--- src/ane_pkg.sv ---
`default_nettype none

package ane_pkg;

  typedef enum logic [1:0] {
    CMD_BYTE      = 2'd0,
    CMD_FIELD_END = 2'd1,
    CMD_DECIDE    = 2'd2
  } cmd_e;

  typedef enum logic [1:0] {
    CODING_IDENTITY = 2'd0,
    CODING_GZIP     = 2'd1,
    CODING_NONE     = 2'd2
  } coding_e;

  typedef enum logic [3:0] {
    PH_COD_LEAD  = 4'b0001,
    PH_COD_BODY  = 4'b0010,
    PH_COD_TRAIL = 4'b0100,
    PH_PARAMS    = 4'b1000
  } item_phase_e;

  typedef enum logic [9:0] {
    PP_LEAD        = 10'b00_0000_0001,
    PP_Q           = 10'b00_0000_0010,
    PP_NAME_TRAIL  = 10'b00_0000_0100,
    PP_V_LEAD      = 10'b00_0000_1000,
    PP_V_ONE       = 10'b00_0001_0000,
    PP_V_ONE_FRAC  = 10'b00_0010_0000,
    PP_V_ZERO      = 10'b00_0100_0000,
    PP_V_ZERO_FRAC = 10'b00_1000_0000,
    PP_V_TRAIL     = 10'b01_0000_0000,
    PP_SKIP        = 10'b10_0000_0000
  } param_phase_e;

  localparam logic [9:0]  QUALITY_MAX = 10'd1000;
  localparam logic [10:0] BEST_UNSEEN = 11'h7FF;

  typedef struct packed {
    logic [1:0] command;
    logic [7:0] data_byte;
  } in_item_t;

  typedef struct packed {
    logic [1:0] coding;
    logic [9:0] gzip_quality;
    logic [9:0] identity_quality;
  } out_item_t;

endpackage

`default_nettype wire

--- src/accept_encoding_negotiator.sv ---
// A decide transfer shows its result on the output in the cycle after it is accepted.
// Header bytes and field ends produce no result and update the parser registers.
// Throughput: one transfer per cycle; the parser state is a single short step per byte.
// Only a decide transfer meeting a stalled, still-full output register is held back.
// Reset (rst_ni low, asynchronous) clears the parser, the best qualities and the output valid.
`default_nettype none

module accept_encoding_negotiator (
  input  wire logic             clk_i,
  input  wire logic             rst_ni,
  input  wire logic             in_valid_i,
  output logic                  in_stall_o,
  input  wire ane_pkg::in_item_t in_data_i,
  output logic                  out_valid_o,
  input  wire logic             out_stall_i,
  output ane_pkg::out_item_t    out_data_o
);

  localparam logic [7:0] GZIP_WORD [4] = '{"g", "z", "i", "p"};
  localparam logic [7:0] IDENTITY_WORD [8] = '{"i", "d", "e", "n", "t", "i", "t", "y"};

  logic signed [10:0] gzip_best_q, gzip_best_d;
  logic signed [10:0] identity_best_q, identity_best_d;
  logic signed [10:0] wildcard_best_q, wildcard_best_d;
  logic header_seen_q, header_seen_d;
  ane_pkg::item_phase_e item_phase_q, item_phase_d;
  // Bit 0 kills gzip, bit 1 kills identity, bit 2 kills the wildcard.
  logic [2:0] kill_q, kill_d;
  logic [3:0] coding_len_q, coding_len_d;
  ane_pkg::param_phase_e param_phase_q, param_phase_d;
  logic [9:0] quality_q, quality_d;
  logic [1:0] digit_count_q, digit_count_d;
  logic q_seen_q, q_seen_d;
  logic item_invalid_q, item_invalid_d;
  logic seg_nonempty_q, seg_nonempty_d;
  logic out_valid_q, out_valid_d;
  ane_pkg::out_item_t out_data_q, out_data_d;

  logic       in_accept;
  logic [7:0] c;
  logic [7:0] lc;
  logic       ws;
  logic       end_invalid;
  logic [9:0] end_quality;
  logic signed [10:0] end_q_s;
  logic       gzip_hit, identity_hit, wildcard_hit;
  logic [9:0] g_eff, i_eff;
  logic [1:0] choice;
  logic [9:0] frac_add;
  logic [3:0] digit;

  function automatic logic seg_bad(input ane_pkg::param_phase_e pp, input logic nonempty,
                                   input logic trailing);
    logic bad;
    bad = 1'b0;
    if (pp == ane_pkg::PP_LEAD) begin
      bad = !trailing || nonempty;
    end else if (pp == ane_pkg::PP_Q || pp == ane_pkg::PP_NAME_TRAIL ||
                 pp == ane_pkg::PP_V_LEAD) begin
      bad = 1'b1;
    end
    return bad;
  endfunction

  assign in_stall_o = out_valid_q && out_stall_i &&
                      (in_data_i.command == ane_pkg::CMD_DECIDE);
  assign in_accept  = in_valid_i && !in_stall_o;
  assign c          = in_data_i.data_byte;
  assign lc         = (c >= "A" && c <= "Z") ? c + 8'd32 : c;
  assign ws         = (c == " ") || (c == 8'h09);
  assign digit      = c[3:0];

  always_comb begin
    case (digit_count_q)
      2'd0:    frac_add = 10'(digit) * 10'd100;
      2'd1:    frac_add = 10'(digit) * 10'd10;
      default: frac_add = 10'(digit);
    endcase
  end

  // Outcome of closing the current item, used by a comma and by a field end.
  assign end_invalid = item_invalid_q ||
                       (item_phase_q == ane_pkg::PH_PARAMS &&
                        seg_bad(param_phase_q, seg_nonempty_q, 1'b1));
  assign end_quality  = end_invalid ? 10'd0 : quality_q;
  assign end_q_s      = $signed({1'b0, end_quality});
  assign gzip_hit     = !kill_q[0] && coding_len_q == 4'd4;
  assign identity_hit = !gzip_hit && !kill_q[1] && coding_len_q == 4'd8;
  assign wildcard_hit = !gzip_hit && !identity_hit && !kill_q[2] && coding_len_q == 4'd1;

  // Effective qualities with wildcard defaults at request end.
  always_comb begin
    if (!gzip_best_q[10]) begin
      g_eff = gzip_best_q[9:0];
    end else if (!wildcard_best_q[10] && wildcard_best_q != 11'sd0) begin
      g_eff = wildcard_best_q[9:0];
    end else begin
      g_eff = 10'd0;
    end
    if (!identity_best_q[10]) begin
      i_eff = identity_best_q[9:0];
    end else if (wildcard_best_q == 11'sd0) begin
      i_eff = 10'd0;
    end else begin
      i_eff = ane_pkg::QUALITY_MAX;
    end
    if (!header_seen_q) begin
      choice = ane_pkg::CODING_IDENTITY;
    end else if (g_eff == 10'd0 && i_eff == 10'd0) begin
      choice = ane_pkg::CODING_NONE;
    end else if (g_eff != 10'd0 && g_eff >= i_eff) begin
      choice = ane_pkg::CODING_GZIP;
    end else begin
      choice = ane_pkg::CODING_IDENTITY;
    end
  end

  always_comb begin
    logic clear_item;
    logic clear_all;
    logic end_item;
    logic take_eq;
    logic bad;
    logic code_char;

    gzip_best_d     = gzip_best_q;
    identity_best_d = identity_best_q;
    wildcard_best_d = wildcard_best_q;
    header_seen_d   = header_seen_q;
    item_phase_d    = item_phase_q;
    kill_d          = kill_q;
    coding_len_d    = coding_len_q;
    param_phase_d   = param_phase_q;
    quality_d       = quality_q;
    digit_count_d   = digit_count_q;
    q_seen_d        = q_seen_q;
    item_invalid_d  = item_invalid_q;
    seg_nonempty_d  = seg_nonempty_q;
    out_data_d      = out_data_q;
    out_valid_d     = out_valid_q && out_stall_i;
    clear_item      = 1'b0;
    clear_all       = 1'b0;
    end_item        = 1'b0;
    take_eq         = 1'b0;
    bad             = 1'b0;
    code_char       = 1'b0;

    if (in_accept) begin
      case (in_data_i.command)
        ane_pkg::CMD_BYTE: begin
          if (c == ",") begin
            end_item = 1'b1;
          end else begin
            case (item_phase_q)
              ane_pkg::PH_COD_LEAD: begin
                if (c == ";") begin
                  item_phase_d   = ane_pkg::PH_PARAMS;
                  param_phase_d  = ane_pkg::PP_LEAD;
                  seg_nonempty_d = 1'b0;
                end else if (!ws) begin
                  code_char    = 1'b1;
                  item_phase_d = ane_pkg::PH_COD_BODY;
                end
              end
              ane_pkg::PH_COD_BODY: begin
                if (ws) begin
                  item_phase_d = ane_pkg::PH_COD_TRAIL;
                end else if (c == ";") begin
                  item_phase_d   = ane_pkg::PH_PARAMS;
                  param_phase_d  = ane_pkg::PP_LEAD;
                  seg_nonempty_d = 1'b0;
                end else begin
                  code_char = 1'b1;
                end
              end
              ane_pkg::PH_COD_TRAIL: begin
                if (c == ";") begin
                  item_phase_d   = ane_pkg::PH_PARAMS;
                  param_phase_d  = ane_pkg::PP_LEAD;
                  seg_nonempty_d = 1'b0;
                end else if (!ws) begin
                  // A second word after whitespace can match nothing.
                  kill_d       = 3'b111;
                  code_char    = 1'b1;
                  item_phase_d = ane_pkg::PH_COD_BODY;
                end
              end
              default: begin
                if (c == ";") begin
                  if (seg_bad(param_phase_q, seg_nonempty_q, 1'b0)) begin
                    item_invalid_d = 1'b1;
                  end
                  param_phase_d  = ane_pkg::PP_LEAD;
                  seg_nonempty_d = 1'b0;
                end else begin
                  case (param_phase_q)
                    ane_pkg::PP_LEAD: begin
                      if (!ws) begin
                        seg_nonempty_d = 1'b1;
                        if (lc == "q") begin
                          param_phase_d = ane_pkg::PP_Q;
                        end else begin
                          bad = 1'b1;
                        end
                      end
                    end
                    ane_pkg::PP_Q: begin
                      if (c == "=") begin
                        take_eq = 1'b1;
                      end else if (ws) begin
                        param_phase_d = ane_pkg::PP_NAME_TRAIL;
                      end else begin
                        bad = 1'b1;
                      end
                    end
                    ane_pkg::PP_NAME_TRAIL: begin
                      if (c == "=") begin
                        take_eq = 1'b1;
                      end else if (!ws) begin
                        bad = 1'b1;
                      end
                    end
                    ane_pkg::PP_V_LEAD: begin
                      if (c == "1") begin
                        quality_d     = ane_pkg::QUALITY_MAX;
                        param_phase_d = ane_pkg::PP_V_ONE;
                      end else if (c == "0") begin
                        quality_d     = 10'd0;
                        param_phase_d = ane_pkg::PP_V_ZERO;
                      end else if (!ws) begin
                        bad = 1'b1;
                      end
                    end
                    ane_pkg::PP_V_ONE, ane_pkg::PP_V_ZERO: begin
                      if (c == ".") begin
                        digit_count_d = 2'd0;
                        param_phase_d = (param_phase_q == ane_pkg::PP_V_ONE) ?
                                        ane_pkg::PP_V_ONE_FRAC : ane_pkg::PP_V_ZERO_FRAC;
                      end else if (ws) begin
                        param_phase_d = ane_pkg::PP_V_TRAIL;
                      end else begin
                        bad = 1'b1;
                      end
                    end
                    ane_pkg::PP_V_ONE_FRAC: begin
                      if (c == "0" && digit_count_q != 2'd3) begin
                        digit_count_d = digit_count_q + 2'd1;
                      end else if (ws) begin
                        param_phase_d = ane_pkg::PP_V_TRAIL;
                      end else begin
                        bad = 1'b1;
                      end
                    end
                    ane_pkg::PP_V_ZERO_FRAC: begin
                      if (c >= "0" && c <= "9" && digit_count_q != 2'd3) begin
                        quality_d     = quality_q + frac_add;
                        digit_count_d = digit_count_q + 2'd1;
                      end else if (ws) begin
                        param_phase_d = ane_pkg::PP_V_TRAIL;
                      end else begin
                        bad = 1'b1;
                      end
                    end
                    ane_pkg::PP_V_TRAIL: begin
                      if (!ws) begin
                        bad = 1'b1;
                      end
                    end
                    default: begin
                    end
                  endcase
                end
              end
            endcase
          end
        end
        ane_pkg::CMD_FIELD_END: begin
          end_item      = 1'b1;
          header_seen_d = 1'b1;
        end
        ane_pkg::CMD_DECIDE: begin
          out_valid_d                 = 1'b1;
          out_data_d.coding           = choice;
          out_data_d.gzip_quality     = g_eff;
          out_data_d.identity_quality = i_eff;
          clear_all                   = 1'b1;
        end
        default: begin
        end
      endcase
    end

    if (take_eq) begin
      if (q_seen_q) begin
        bad = 1'b1;
      end else begin
        q_seen_d      = 1'b1;
        digit_count_d = 2'd0;
        param_phase_d = ane_pkg::PP_V_LEAD;
      end
    end
    if (bad) begin
      item_invalid_d = 1'b1;
      param_phase_d  = ane_pkg::PP_SKIP;
    end

    if (code_char) begin
      if (coding_len_q >= 4'd4 || lc != GZIP_WORD[coding_len_q[1:0]]) begin
        kill_d[0] = 1'b1;
      end
      if (coding_len_q >= 4'd8 || lc != IDENTITY_WORD[coding_len_q[2:0]]) begin
        kill_d[1] = 1'b1;
      end
      if (coding_len_q != 4'd0 || c != "*") begin
        kill_d[2] = 1'b1;
      end
      if (coding_len_q != 4'hF) begin
        coding_len_d = coding_len_q + 4'd1;
      end
    end

    if (end_item) begin
      if (gzip_hit && end_q_s > gzip_best_q) begin
        gzip_best_d = end_q_s;
      end
      if (identity_hit && end_q_s > identity_best_q) begin
        identity_best_d = end_q_s;
      end
      if (wildcard_hit && end_q_s > wildcard_best_q) begin
        wildcard_best_d = end_q_s;
      end
      clear_item = 1'b1;
    end

    if (clear_all) begin
      gzip_best_d     = ane_pkg::BEST_UNSEEN;
      identity_best_d = ane_pkg::BEST_UNSEEN;
      wildcard_best_d = ane_pkg::BEST_UNSEEN;
      header_seen_d   = 1'b0;
      clear_item      = 1'b1;
    end

    if (clear_item) begin
      item_phase_d   = ane_pkg::PH_COD_LEAD;
      kill_d         = 3'b000;
      coding_len_d   = 4'd0;
      param_phase_d  = ane_pkg::PP_LEAD;
      quality_d      = ane_pkg::QUALITY_MAX;
      digit_count_d  = 2'd0;
      q_seen_d       = 1'b0;
      item_invalid_d = 1'b0;
      seg_nonempty_d = 1'b0;
    end
  end

  always_ff @(posedge clk_i or negedge rst_ni) begin
    if (!rst_ni) begin
      gzip_best_q     <= ane_pkg::BEST_UNSEEN;
      identity_best_q <= ane_pkg::BEST_UNSEEN;
      wildcard_best_q <= ane_pkg::BEST_UNSEEN;
      header_seen_q   <= 1'b0;
      item_phase_q    <= ane_pkg::PH_COD_LEAD;
      kill_q          <= 3'b000;
      coding_len_q    <= 4'd0;
      param_phase_q   <= ane_pkg::PP_LEAD;
      quality_q       <= ane_pkg::QUALITY_MAX;
      digit_count_q   <= 2'd0;
      q_seen_q        <= 1'b0;
      item_invalid_q  <= 1'b0;
      seg_nonempty_q  <= 1'b0;
      out_valid_q     <= 1'b0;
    end else begin
      gzip_best_q     <= gzip_best_d;
      identity_best_q <= identity_best_d;
      wildcard_best_q <= wildcard_best_d;
      header_seen_q   <= header_seen_d;
      item_phase_q    <= item_phase_d;
      kill_q          <= kill_d;
      coding_len_q    <= coding_len_d;
      param_phase_q   <= param_phase_d;
      quality_q       <= quality_d;
      digit_count_q   <= digit_count_d;
      q_seen_q        <= q_seen_d;
      item_invalid_q  <= item_invalid_d;
      seg_nonempty_q  <= seg_nonempty_d;
      out_valid_q     <= out_valid_d;
    end
  end

  always_ff @(posedge clk_i) begin
    out_data_q <= out_data_d;
  end

  assign out_valid_o = out_valid_q;
  assign out_data_o  = out_data_q;

endmodule

`default_nettype wire

--- config.mk ---
export PLATFORM = sky130hd
export DESIGN_NAME = accept_encoding_negotiator
export DESIGN_NICKNAME = d
export VERILOG_FILES = /design/src/ane_pkg.sv /design/src/accept_encoding_negotiator.sv
export SDC_FILE = /design/constraint.sdc
export NUM_CORES = 1
export LEC_CHECK = 0
export ABC_CLOCK_PERIOD_IN_PS = 8600
export BUFFER_PORTS_ARGS = -buffer_cell sky130_fd_sc_hd__buf_4
export CAP_MARGIN = 5
export CORE_MARGIN = 2
export CORE_UTILIZATION = 35
export CTS_BUF_LIST = sky130_fd_sc_hd__clkbuf_8
export CTS_CLUSTER_DIAMETER = 100
export CTS_CLUSTER_SIZE = 14
export DETAILED_ROUTE_END_ITERATION = 8
export HOLD_SLACK_MARGIN = 0.12
export PLACE_DENSITY = 0.57
export SETUP_SLACK_MARGIN = 0.3
export SYNTH_ARGS = -nofsm -noshare
export SYNTH_HDL_FRONTEND = slang
export SYNTH_SLANG_ARGS = --single-unit
--- constraint.sdc ---
create_clock -name clk_i -period 8.6 [get_ports clk_i]
set_input_delay 1.29 -clock clk_i [delete_from_list [all_inputs] [get_ports clk_i]]
set_output_delay 1.29 -clock clk_i [all_outputs]
set_load 0.05 [all_outputs]
==> After elaboration in Yosys (flattened, before gate mapping) <==
Memory sizes are Yosys's and may differ from the RTL's.
Cells that the tools add are included.
{ "totals": {"input_bits": 14, "rom_bits": 64, "mem_count": 1, "wordCells": 321, "out_inout_bits": 24, "mem_bits_rw": 0, "latchBits": 0, "regBits": 93} }
{ "classes": {"n_reduce_logical": 75, "n_div": 0, "shifts": 0, "n_addsub": 4, "order_cmp": 12, "eq_ne": 44, "bitwise": 3, "mux": 162, "n_mul": 2} }
{ "mem_list": {"columns": ["memory", "depth", "word_bits", "rd", "rd_ports_with_merged_regs", "wr", "line", "rtl"], "rows": [
  ["(name not given)", 8, 8, 1, 0, 0, "accept_encoding_negotiator.sv:311", "if (coding_len_q >= 4'd8 || lc != IDENTITY_WORD[coding_len_q[2:0]]) begin"]
]} }
{ "op_table": {"columns": ["cell", "count"], "rows": [
  ["10-bit 2-to-1 mux", 34],
  ["11-bit 2-to-1 mux", 9],
  ["1-bit 2-to-1 mux", 71],
  ["10-bit one-hot mux with 2 select lines", 3],
  ["10-bit one-hot mux with 6 select lines", 1],
  ["8-bit by 6-bit == test with 1-bit output, second input constant", 7],
  ["8-bit 2-to-1 mux", 6],
  ["4-bit 2-to-1 mux", 11],
  ["11-bit greater-than comparator", 3],
  ["2-bit 2-to-1 mux", 12],
  ["3-bit 2-to-1 mux", 8],
  ["2-bit nonzero test", 11],
  ["1-bit logical AND", 20],
  ["10-bit logical NOT", 2],
  ["6-bit AND reduction", 3],
  ["3-bit nonzero test", 6],
  ["8-bit binary-select mux with 2-bit select", 1],
  ["8-bit inequality test", 2],
  ["2-bit AND reduction", 6],
  ["11-bit logical NOT", 1],
  ["11-bit nonzero test", 1],
  ["10-bit adder", 1],
  ["10-bit by 1-bit == test with 1-bit output, second input constant", 1],
  ["10-bit by 2-bit == test with 1-bit output, second input constant", 1],
  ["52 further kinds", 81]
]} }

==> Longest topological paths before layout <==
Gate-level depths: netlist of the first run.
{ "logic_depth": {"word_depth": 18, "ltp_mapped": 17} }

==> Worst setup path after synthesis of the first run <==
OpenSTA, ideal clock, no wires.
{ "synth_timing": {"path_kind": "input to register", "from": "input port in_data_i[1] (netlist name)", "to": "register quality_q[9]", "slack_ns": 4.683, "cell_stages": 13, "arrival_ns": 3.837, "setup_time_ns": 0.080, "required_time_ns": 8.520, "path_cell_list": "ha_1 -> ha_1 -> fa_1 -> xor2_1 -> a22o_1 -> ha_1 -> nor3_1 -> o2111ai_1 -> a31o_2 -> a21oi_1 -> xor2_1 -> a21oi_1 -> o22a_1"} }
{ "synth_via": {"elab_chain_len": 11, "word_cells_on_any_way": 35, "cone_classes": "add/sub (1); mul (2); order compare (2); eq/ne (9); mux (15); reduce/logical (6)"} }
{ "synth_rtl": {"columns": ["element", "line", "rtl"], "rows": [
  ["from (decl)", "accept_encoding_negotiator.sv:13", "input wire ane_pkg::in_item_t in_data_i,"],
  ["4-bit by 5-bit multiplier with 8-bit output or 4-bit by 3-bit multiplier with 7-bit output (tied branches)", "accept_encoding_negotiator.sv:75, accept_encoding_negotiator.sv:76", null],
  ["10-bit one-hot mux with 2 select lines", "accept_encoding_negotiator.sv:74", "case (digit_count_q)"],
  ["10-bit adder", "accept_encoding_negotiator.sv:256", "quality_d = quality_q + frac_add;"],
  ["10-bit 2-to-1 mux", "accept_encoding_negotiator.sv:255", "if (c >= \"0\" && c <= \"9\" && digit_count_q != 2'd3) begin"],
  ["10-bit one-hot mux with 2 select lines", "accept_encoding_negotiator.sv:196", "case (param_phase_q)"],
  ["10-bit 2-to-1 mux", "accept_encoding_negotiator.sv:189", "if (c == \";\") begin"],
  ["10-bit 2-to-1 mux", "accept_encoding_negotiator.sv:154", "case (item_phase_q)"],
  ["10-bit 2-to-1 mux", "accept_encoding_negotiator.sv:151", "if (c == \",\") begin"],
  ["10-bit 2-to-1 mux", "accept_encoding_negotiator.sv:149", "case (in_data_i.command)"],
  ["10-bit 2-to-1 mux", "accept_encoding_negotiator.sv:148", "if (in_accept) begin"],
  ["10-bit 2-to-1 mux", "accept_encoding_negotiator.sv:343", "if (clear_item) begin"],
  ["to (signal assigned)", "accept_encoding_negotiator.sv:366", "quality_q <= ane_pkg::QUALITY_MAX;"],
  ["to (signal assigned)", "accept_encoding_negotiator.sv:381", "quality_q <= quality_d;"],
  ["to (decl)", "accept_encoding_negotiator.sv:31", "logic [9:0] quality_q, quality_d;"]
]} }
Several ways; a longest one is shown, not always the timed one. The select of a mux whose other input is x is not followed.
A chain may end at the register's enable or synchronous reset.

==> Worst setup path after layout of the first run <==
{ "layout_timing": {"from": "register param_phase_q[9]", "to": "register identity_best_q[8]"} }
{ "layout_via": {"elab_chain_len": 12, "word_cells_on_any_way": 18, "cone_classes": "order compare (1); eq/ne (4); mux (6); reduce/logical (7)"} }
{ "layout_rtl": {"columns": ["element", "line", "rtl"], "rows": [
  ["from (decl)", "accept_encoding_negotiator.sv:30", "ane_pkg::param_phase_e param_phase_q, param_phase_d;"],
  ["from (signal assigned)", "accept_encoding_negotiator.sv:365", "param_phase_q <= ane_pkg::PP_LEAD;"],
  ["from (signal assigned)", "accept_encoding_negotiator.sv:380", "param_phase_q <= param_phase_d;"],
  ["10-bit by 2-bit == test with 1-bit output or 10-bit by 3-bit == test with 1-bit output (tied branches)", "accept_encoding_negotiator.sv:58", "end else if (pp == ane_pkg::PP_Q || pp == ane_pkg::PP_NAME_TRAIL ||"],
  ["1-bit logical OR (2 in a row)", "accept_encoding_negotiator.sv:58", null],
  ["1-bit 2-to-1 mux", "accept_encoding_negotiator.sv:58", null],
  ["1-bit 2-to-1 mux *", "accept_encoding_negotiator.sv:56", "if (pp == ane_pkg::PP_LEAD) begin"],
  ["1-bit logical AND *", "accept_encoding_negotiator.sv:83", "(item_phase_q == ane_pkg::PH_PARAMS &&"],
  ["1-bit logical OR *", "accept_encoding_negotiator.sv:82", "assign end_invalid = item_invalid_q ||"],
  ["10-bit 2-to-1 mux *", "accept_encoding_negotiator.sv:85", "assign end_quality = end_invalid ? 10'd0 : quality_q;"],
  ["11-bit greater-than comparator", "accept_encoding_negotiator.sv:326", "if (identity_hit && end_q_s > identity_best_q) begin"],
  ["1-bit logical AND", "accept_encoding_negotiator.sv:326", null],
  ["2-bit nonzero test (no line)", null, null],
  ["2-bit AND reduction (no line)", null, null],
  ["to (signal assigned)", "accept_encoding_negotiator.sv:359", "identity_best_q <= ane_pkg::BEST_UNSEEN;"],
  ["to (signal assigned)", "accept_encoding_negotiator.sv:374", "identity_best_q <= identity_best_d;"],
  ["to (decl)", "accept_encoding_negotiator.sv:23", "logic signed [10:0] identity_best_q, identity_best_d;"]
]} }
Every way passes the cells marked *; elsewhere a longest branch is shown, timed or not. The select of a mux whose other input is x is not followed.

==> flow_metrics.env, run 1 <==
export IMPL_status="finished, final reports clean"
export IMPL_fill_cells=2044
export IMPL_cp_required_ns=8.90
export IMPL_mostFrequentLayoutCells="ha_1 (78), inv_1 (72), a21oi_1 (66), o21ai_0 (62), nor2_1 (61)"
export IMPL_yosysUniqueCellTypes=83
export IMPL_synth_top_family_by_area="compound AO/OA/AOI/OAI gates"
export IMPL_yosys_area_share_simple_pct=19.86
export IMPL_std_cell_rows=51
export IMPL_drcViolationCount=0
export IMPL_drive_gt1_share_pct=14.78
export IMPL_die_area_um2=21310
export IMPL_finalSetupViolCount=0
export IMPL_synthXorXnorAreaFrac_pct=2.979
export IMPL_r2r_cells=15
export IMPL_ys_ff_latch=93
export IMPL_clkTransAtPathRegs_ns=0.10
export IMPL_p_leak_nw=3.474
export IMPL_drt_wl_total_um=18180
export IMPL_antenna_cells=0
export IMPL_coreArea_um2=19650
export IMPL_worst_slew_pin_transition_ns=0.9227
export IMPL_crit_path_start_kind="flip-flop"
export IMPL_clock_path_buffers=2
export IMPL_drv_slew=0
export IMPL_timing_slew_headroom_pct=38.48
export IMPL_syn_inst=791
export IMPL_period_minus_slack_ns=4.471
export IMPL_power_density_nw_per_um2=191.9
export IMPL_post_route_period_util_pct=51.99
export IMPL_syn_area_um2=7057
export IMPL_hold_start="kill_q[1]"
export IMPL_r2r_slack_ns=4.13
export IMPL_min_path_cells=2
export IMPL_overflow=0
export IMPL_switchingPower_w=0.0005849
export IMPL_hold_viol=0
export IMPL_cts_tree="built"
export IMPL_critPathSlowestCell="a311o_1"
export IMPL_path_cells="nor3_1, nand3b_1, nor3_1, nand2b_1, a31oi_2, nand2_1, inv_1, ha_1, a21o_1, a21oi_1, nor2b_1, o21ai_0, a311o_1, a21oi_1, o21ai_0"
export IMPL_initial_core_util_pct=35.91
export IMPL_port_buffer_count=37
export IMPL_cp_end_kind="flip-flop"
export IMPL_areaGrowthSynthToFinish_pct=10.00
export IMPL_fmax_ghz=0.2237
export IMPL_clkPwrFrac_pct=22.2
export IMPL_grt_usage_pct=17.59
export IMPL_crit_reg2reg_capture="identity_best_q[8]"
export IMPL_numCtsBuffers=9
export IMPL_p_int_w=0.0009048
export IMPL_synth_edff_count=22
export IMPL_rsz0062_at_grt="no"
export IMPL_routabilityCongestion=0.9013
export IMPL_cap_viol_max_count=0
export IMPL_cp_max_fo=20
export IMPL_layout_commonest_cell="ha_1"
export IMPL_cts_max_level=3
export IMPL_power_frac_comb_pct=37.9
export IMPL_p_seq_share_pct=39.9
export IMPL_synth_nets=886
export IMPL_synth_adder_area_share_pct=14.68
export IMPL_rr_startpoint="param_phase_q[9]"
export IMPL_peakVddDrop_mv=0.08153
export IMPL_min_path_type="flip-flop to flip-flop"
export IMPL_syn_area_per_cell_um2=8.921
export IMPL_ys_warn_count=0
export IMPL_cts_root_buf="clkbuf_8"
export IMPL_grt_pass1_vias=5642
export IMPL_fin_util_pct=39.50
export IMPL_grt_max_degree=72
export IMPL_regArea_um2=2489
export IMPL_ant_nets=0
export IMPL_critPathKind="flip-flop to flip-flop"
export IMPL_fin_setup_tns_ns=0
export IMPL_wl_per_cell_um=16.88
export IMPL_nets=902
export IMPL_clock_latency_ns=0.38
export IMPL_post_cts_resized=0
export IMPL_fin_skew_ns=0.01278
export IMPL_die_w_um=146.0
export IMPL_viasPerCell=5.429
export IMPL_drt_iter0_drc=547
export IMPL_place_hpwl_um=14080
export IMPL_cp_arrival_ns=4.77
export IMPL_grt_antenna_before_repair=0
export IMPL_synthFlopType="dfstp_2"
export IMPL_die_y_um=146.0
export IMPL_cts_sinks=93
export IMPL_multi_input_area_um2=4144
export IMPL_grt_pass1_wl_um=30230
export IMPL_slowest_delay_ns=0.64
export IMPL_yosys_mux_area_fraction_pct=0.5674
export IMPL_io_pins=38
export IMPL_dr_pass1_iters=5
export IMPL_synth_compound_area_share_pct=20.64
export IMPL_async_flop_share_pct=76.34
export IMPL_vias=5847
export IMPL_switching_share_pct=39.26
export IMPL_post_cts_buffers=0
export IMPL_cts_hold_buf=0
export IMPL_ys_seq_area_share_pct=35.27
export IMPL_hold_path_end="kill_q[1]"
## state kept, by name, indices dropped and copies added, names as in the netlist, 2 cells and up
signal           count
digit_count_q        2
gzip_best_q         11
coding_len_q         4
wildcard_best_q     11
quality_q           10
kill_q               3
out_data_o          22
identity_best_q     11
param_phase_q       10
item_phase_q         4
## worst max-delay path, delay by kind of cell, from the launching register on
kind            cells  cell delay [ns]
buf+inv             1             0.19
compound gates      7             1.94
fa+ha+maj           1             0.26
simple gates        6             1.51
flops               1             0.45
## stage by stage
step	setup WS (ns)	power (W)	cell area [µm²]	hold slack, ns	std cells
detailed placement	4.187	0.001157	7542	0.4962	1061
floorplan	4.683	0.0009945	7057	0.4694	791
global placement	4.207	0.001156	7542	0.4909	1061
CTS	4.144	0.001492	7762	0.5180	1077
global route	3.624	0.001603	7762	0.5555	1077
finish	4.129	0.001490	7762	0.5153	1077
## cell usage after synthesis (all sizes together) (4+ instances only)
| library cell | number | area [µm²] |
|---|---|---|
| a2111oi | 4 | 41.29 |
| a211oi | 4 | 42.54 |
| a21o | 10 | 75.07 |
| a21oi | 67 | 339.1 |
| a31oi | 7 | 50.05 |
| and3 | 5 | 32.53 |
| and4b | 4 | 40.04 |
| buf | 8 | 45.04 |
| clkbuf | 27 | 101.4 |
| dfrtp | 30 | 750.7 |
| dfstp | 41 | 1077 |
| edfxtp | 22 | 660.6 |
| ha | 78 | 975.9 |
| inv | 73 | 274.0 |
| mux2i | 4 | 40.04 |
| nand2 | 48 | 180.2 |
| nand2b | 11 | 68.82 |
| nand3 | 22 | 115.1 |
| nand4 | 13 | 96.34 |
| nand4b | 5 | 43.79 |
| nor2 | 61 | 229.0 |
| nor2b | 16 | 100.1 |
| nor3 | 23 | 125.1 |
| nor3b | 7 | 63.81 |
| nor4 | 17 | 127.6 |
| nor4b | 5 | 43.79 |
| o211ai | 4 | 30.03 |
| o21a | 7 | 52.55 |
| o21ai | 64 | 320.3 |
| o22a | 5 | 43.79 |
| o22ai | 10 | 62.56 |
| or3 | 4 | 25.02 |
| xnor2 | 12 | 105.1 |
| xor2 | 12 | 105.1 |
## cell families after synthesis
logic type / count (synthesis)
buffers and inverters: 109
adders and majority gates: 81
AOI/OAI and AO/OA: 225
DFF: 93
and+or+nand+nor: 255
muxes: 4
xor gates and xnor gates: 24
## worst max-delay path by stage
stage | startpoint | to | slack (ns) | depth (start not counted)
2_1_floorplan | in_data_i[1] | quality_q[9] | 4.68 | 13
3_3_place_gp | param_phase_q[5] | gzip_best_q[5] | 4.21 | 14
3_5_place_dp | param_phase_q[9] | identity_best_q[8] | 4.19 | 15
4_1_cts | param_phase_q[9] | identity_best_q[8] | 4.14 | 15
5_1_grt | param_phase_q[9] | gzip_best_q[5] | 3.62 | 14
6_report | param_phase_q[9] | identity_best_q[8] | 4.13 | 15
## cell type report
class | count | share of cell area (%)
inverters | 74 | 3.578
clock buffers | 9 | 1.596
clock inverters | 7 | 1.241
flip-flops and latches | 93 | 32.06
repair buffers | 40 | 3.868
well taps | 265 | 4.271
multi-input cells | 589 | 53.38
## power by group through the flow
stage | combinational [W] | sequential [W] | clock, W
after CTS | 0.000560 | 0.000592 | 0.000340
after global placement | 0.000556 | 0.000599 | 0
after detailed placement | 0.000557 | 0.000600 | 0
final | 0.000564 | 0.000594 | 0.000331
after global routing | 0.000642 | 0.000603 | 0.000357
after floorplan | 0.000412 | 0.000582 | 0
## routing by layer
metal / track usage [%] / part of all wire (%) / up-vias
li1: - / - / 2911
met2: 25.19 / 42 / 145
met4: 5.825 / 1.9 / 0
met3: 3.041 / 5.1 / 18
met5: 0 / 0 / -
met1: 26.61 / 51 / 2773
(Power assumes the default switching activity.)
==> inputs of run 2 (changes only) <==
Settings changed: ABC_CLOCK_PERIOD_IN_PS 8600 to 3690, PLACE_DENSITY 0.57 to 0.58.
Clock period 8.6 ns to 3.69 ns, I/O delays scaled along.
==> run 2 against run 1 <==
  * Clock skew up 0.0032 ns
  * Flip-flop and latch count unchanged
  * Critical endpoint is now identity_best_q[4]
  * Via count up 5.7%
  * Non-clock buffer count up 51
==> flow_metrics.env, run 2 (same netlist as run 1, synthesis figures left out) <==
export IMPL_status="finished, final reports clean"
export IMPL_numCtsBuffers=9
export IMPL_slowest_delay_ns=0.44
export IMPL_hold_viol=0
export IMPL_place_hpwl_um=14010
export IMPL_met3_length_um=873
export IMPL_port_buffer_count=37
export IMPL_cp_end_kind="flip-flop"
export IMPL_p_leak_nw=3.784
export IMPL_drcViolationCount=0
export IMPL_path_cells="or3_4, nand2_2, o31ai_2, nor4_2, buf_4, a31oi_4, buf_12, nand2_8, inv_8, ha_4, nor2b_4, o21a_1, o21a_1, o2111ai_2, a311o_1, buf_6, a21oi_1, o21ai_1"
export IMPL_regArea_um2=2489
export IMPL_drt_iter0_drc=554
export IMPL_critPathSlowestCell="a311o_1"
export IMPL_initial_core_util_pct=35.91
export IMPL_mostFrequentLayoutCells="buf_4 (79), ha_1 (67), inv_1 (65), nor2_1 (60), a21oi_1 (56)"
export IMPL_drv_slew=0
export IMPL_clock_latency_ns=0.39
export IMPL_grt_usage_pct=17.87
export IMPL_routabilityCongestion=0.9201
export IMPL_antenna_cells=0
export IMPL_die_y_um=146.0
export IMPL_period_minus_slack_ns=3.418
export IMPL_die_w_um=146.0
export IMPL_fill_cells=1928
export IMPL_clock_path_buffers=2
export IMPL_power_density_nw_per_um2=446.7
export IMPL_post_place_cells=1090
export IMPL_cp_arrival_ns=3.73
export IMPL_cap_viol_max_count=0
export IMPL_fin_skew_ns=0.01595
export IMPL_wl_per_cell_um=17.24
export IMPL_cp_required_ns=4.00
export IMPL_grt_antenna_before_repair=0
export IMPL_grt_pass1_vias=5723
export IMPL_cp_max_fo=5
export IMPL_cp_common_cell="o21a_1"
export IMPL_wl_met2_um=8541
export IMPL_cts_root_buf="clkbuf_8"
export IMPL_overflow=0
export IMPL_cts_max_level=3
export IMPL_finalSetupViolCount=0
export IMPL_worst_slew_pin_transition_ns=0.9478
export IMPL_r2r_cells=18
export IMPL_clkTransAtPathRegs_ns=0.10
export IMPL_die_area_um2=21310
export IMPL_coreArea_um2=19650
export IMPL_std_cell_rows=51
export IMPL_viasPerCell=5.480
export IMPL_m1WireLength_um=9578
export IMPL_areaGrowthSynthToFinish_pct=22.57
export IMPL_fmax_ghz=0.2926
export IMPL_min_path_type="input port to asynchronous set/reset pin"
export IMPL_rsz0062_at_grt="yes"
export IMPL_io_pins=38
export IMPL_cts_sinks=93
export IMPL_grt_max_degree=72
export IMPL_drive_gt1_share_pct=26.42
export IMPL_instances_no_fill=1128
export IMPL_layout_commonest_cell="buf_4"
export IMPL_peakVddDrop_mv=0.1811
export IMPL_critPathKind="flip-flop to flip-flop"
export IMPL_ant_nets=0
export IMPL_routed_top_layer="met4"
export IMPL_crit_path_start_kind="flip-flop"
export IMPL_timing_slew_headroom_pct=36.81
export IMPL_cts_tree="built"
export IMPL_vias=6182
export IMPL_cts_hold_buf=0
export IMPL_hold_slack_ns=0.3309
export IMPL_largest_reg_flops=22
export IMPL_nets=953
export IMPL_multi_input_area_um2=4537
export IMPL_total_power_w=0.003864
export IMPL_post_route_period_util_pct=92.63
export IMPL_dr_pass1_iters=5
export IMPL_grt_pass1_wl_um=30790
export IMPL_drt_wl_total_um=19450
run 2: changes by cell type in the layout (fill, tap and decap cells not counted), moves of 5 or more:
cell / change
a21oi_1: -10
a21oi_2: +10
buf_4: +39
buf_6: +8
ha_1: -11
ha_4: +11
inv_1: -7
inv_4: +5
nand2_1: -12
nand2_2: +5
o21ai_0: -32
o21ai_1: +32
run 2: critical path, delay by kind of cell (launching register included):
family | cells | cell delay (ns)
flip-flops | 1 | 0.43
adder cells (fa/ha/maj) | 1 | 0.25
AO/OA/AOI/OAI | 8 | 1.18
buffers and inverters | 4 | 0.57
AND/OR/NAND/NOR | 5 | 0.89
run 2: area by class of cell:
cell class	count	share of cell area (%)
Clock buffer	9	1.432
Clock inverter	7	1.331
Inverter	74	3.443
Multi-Input combinational cell	589	52.45
Sequential cell	93	28.77
Tap cell	265	3.833
Timing Repair Buffer	91	8.737
run 2: final timing paths:
kind | slack, ns | start | to
min reg2reg | 0.51 | kill_q[2] | kill_q[2]
max reg2reg | 0.27 | param_phase_q[1] | identity_best_q[4]
min | 0.33 | rst_ni | coding_len_q[1]
min in group clk_i | 0.37 | out_stall_i | out_valid_o
max in group asynchronous | 2.77 | rst_ni | param_phase_q[3]
max | 0.27 | param_phase_q[1] | identity_best_q[4]
run 2: timing repair:
item	in CTS	in global routing
gates cloned	4	2
endpoints found under the setup margin	30	30
hold endpoints to repair	0	0
resized for setup	66	59
setup buffers	10	6
pin swaps	11	28
run 2: report_power, final:
part | switching, W | internal [W] | total (W)
combinational | 0.000966 | 0.000682 | 0.00165
clock | 0.000387 | 0.000448 | 0.000834
sequential | 0.000150 | 0.00123 | 0.00138
total | 0.00150 | 0.00236 | 0.00386
run 2: routing by layer:
layer	vias to the layer above	GRT usage, %
li1	3019	-
met1	2957	27.02
met2	180	26.16
met3	26	1.944
met4	0	6.553
met5	-	0
run 2: stage by stage:
stage	util [%]	setup TNS [ns]	area (µm²)	setup WS (ns)
final	44.01	0	8650	0.2718
after global routing	44.01	0	8650	0.1477
after CTS	42.59	0	8371	0.2976
after detailed placement	39.56	-0.03845	7775	-0.008178
after global placement	39.56	0	7775	0.02481
after floorplan	-	0	7072	0.3174
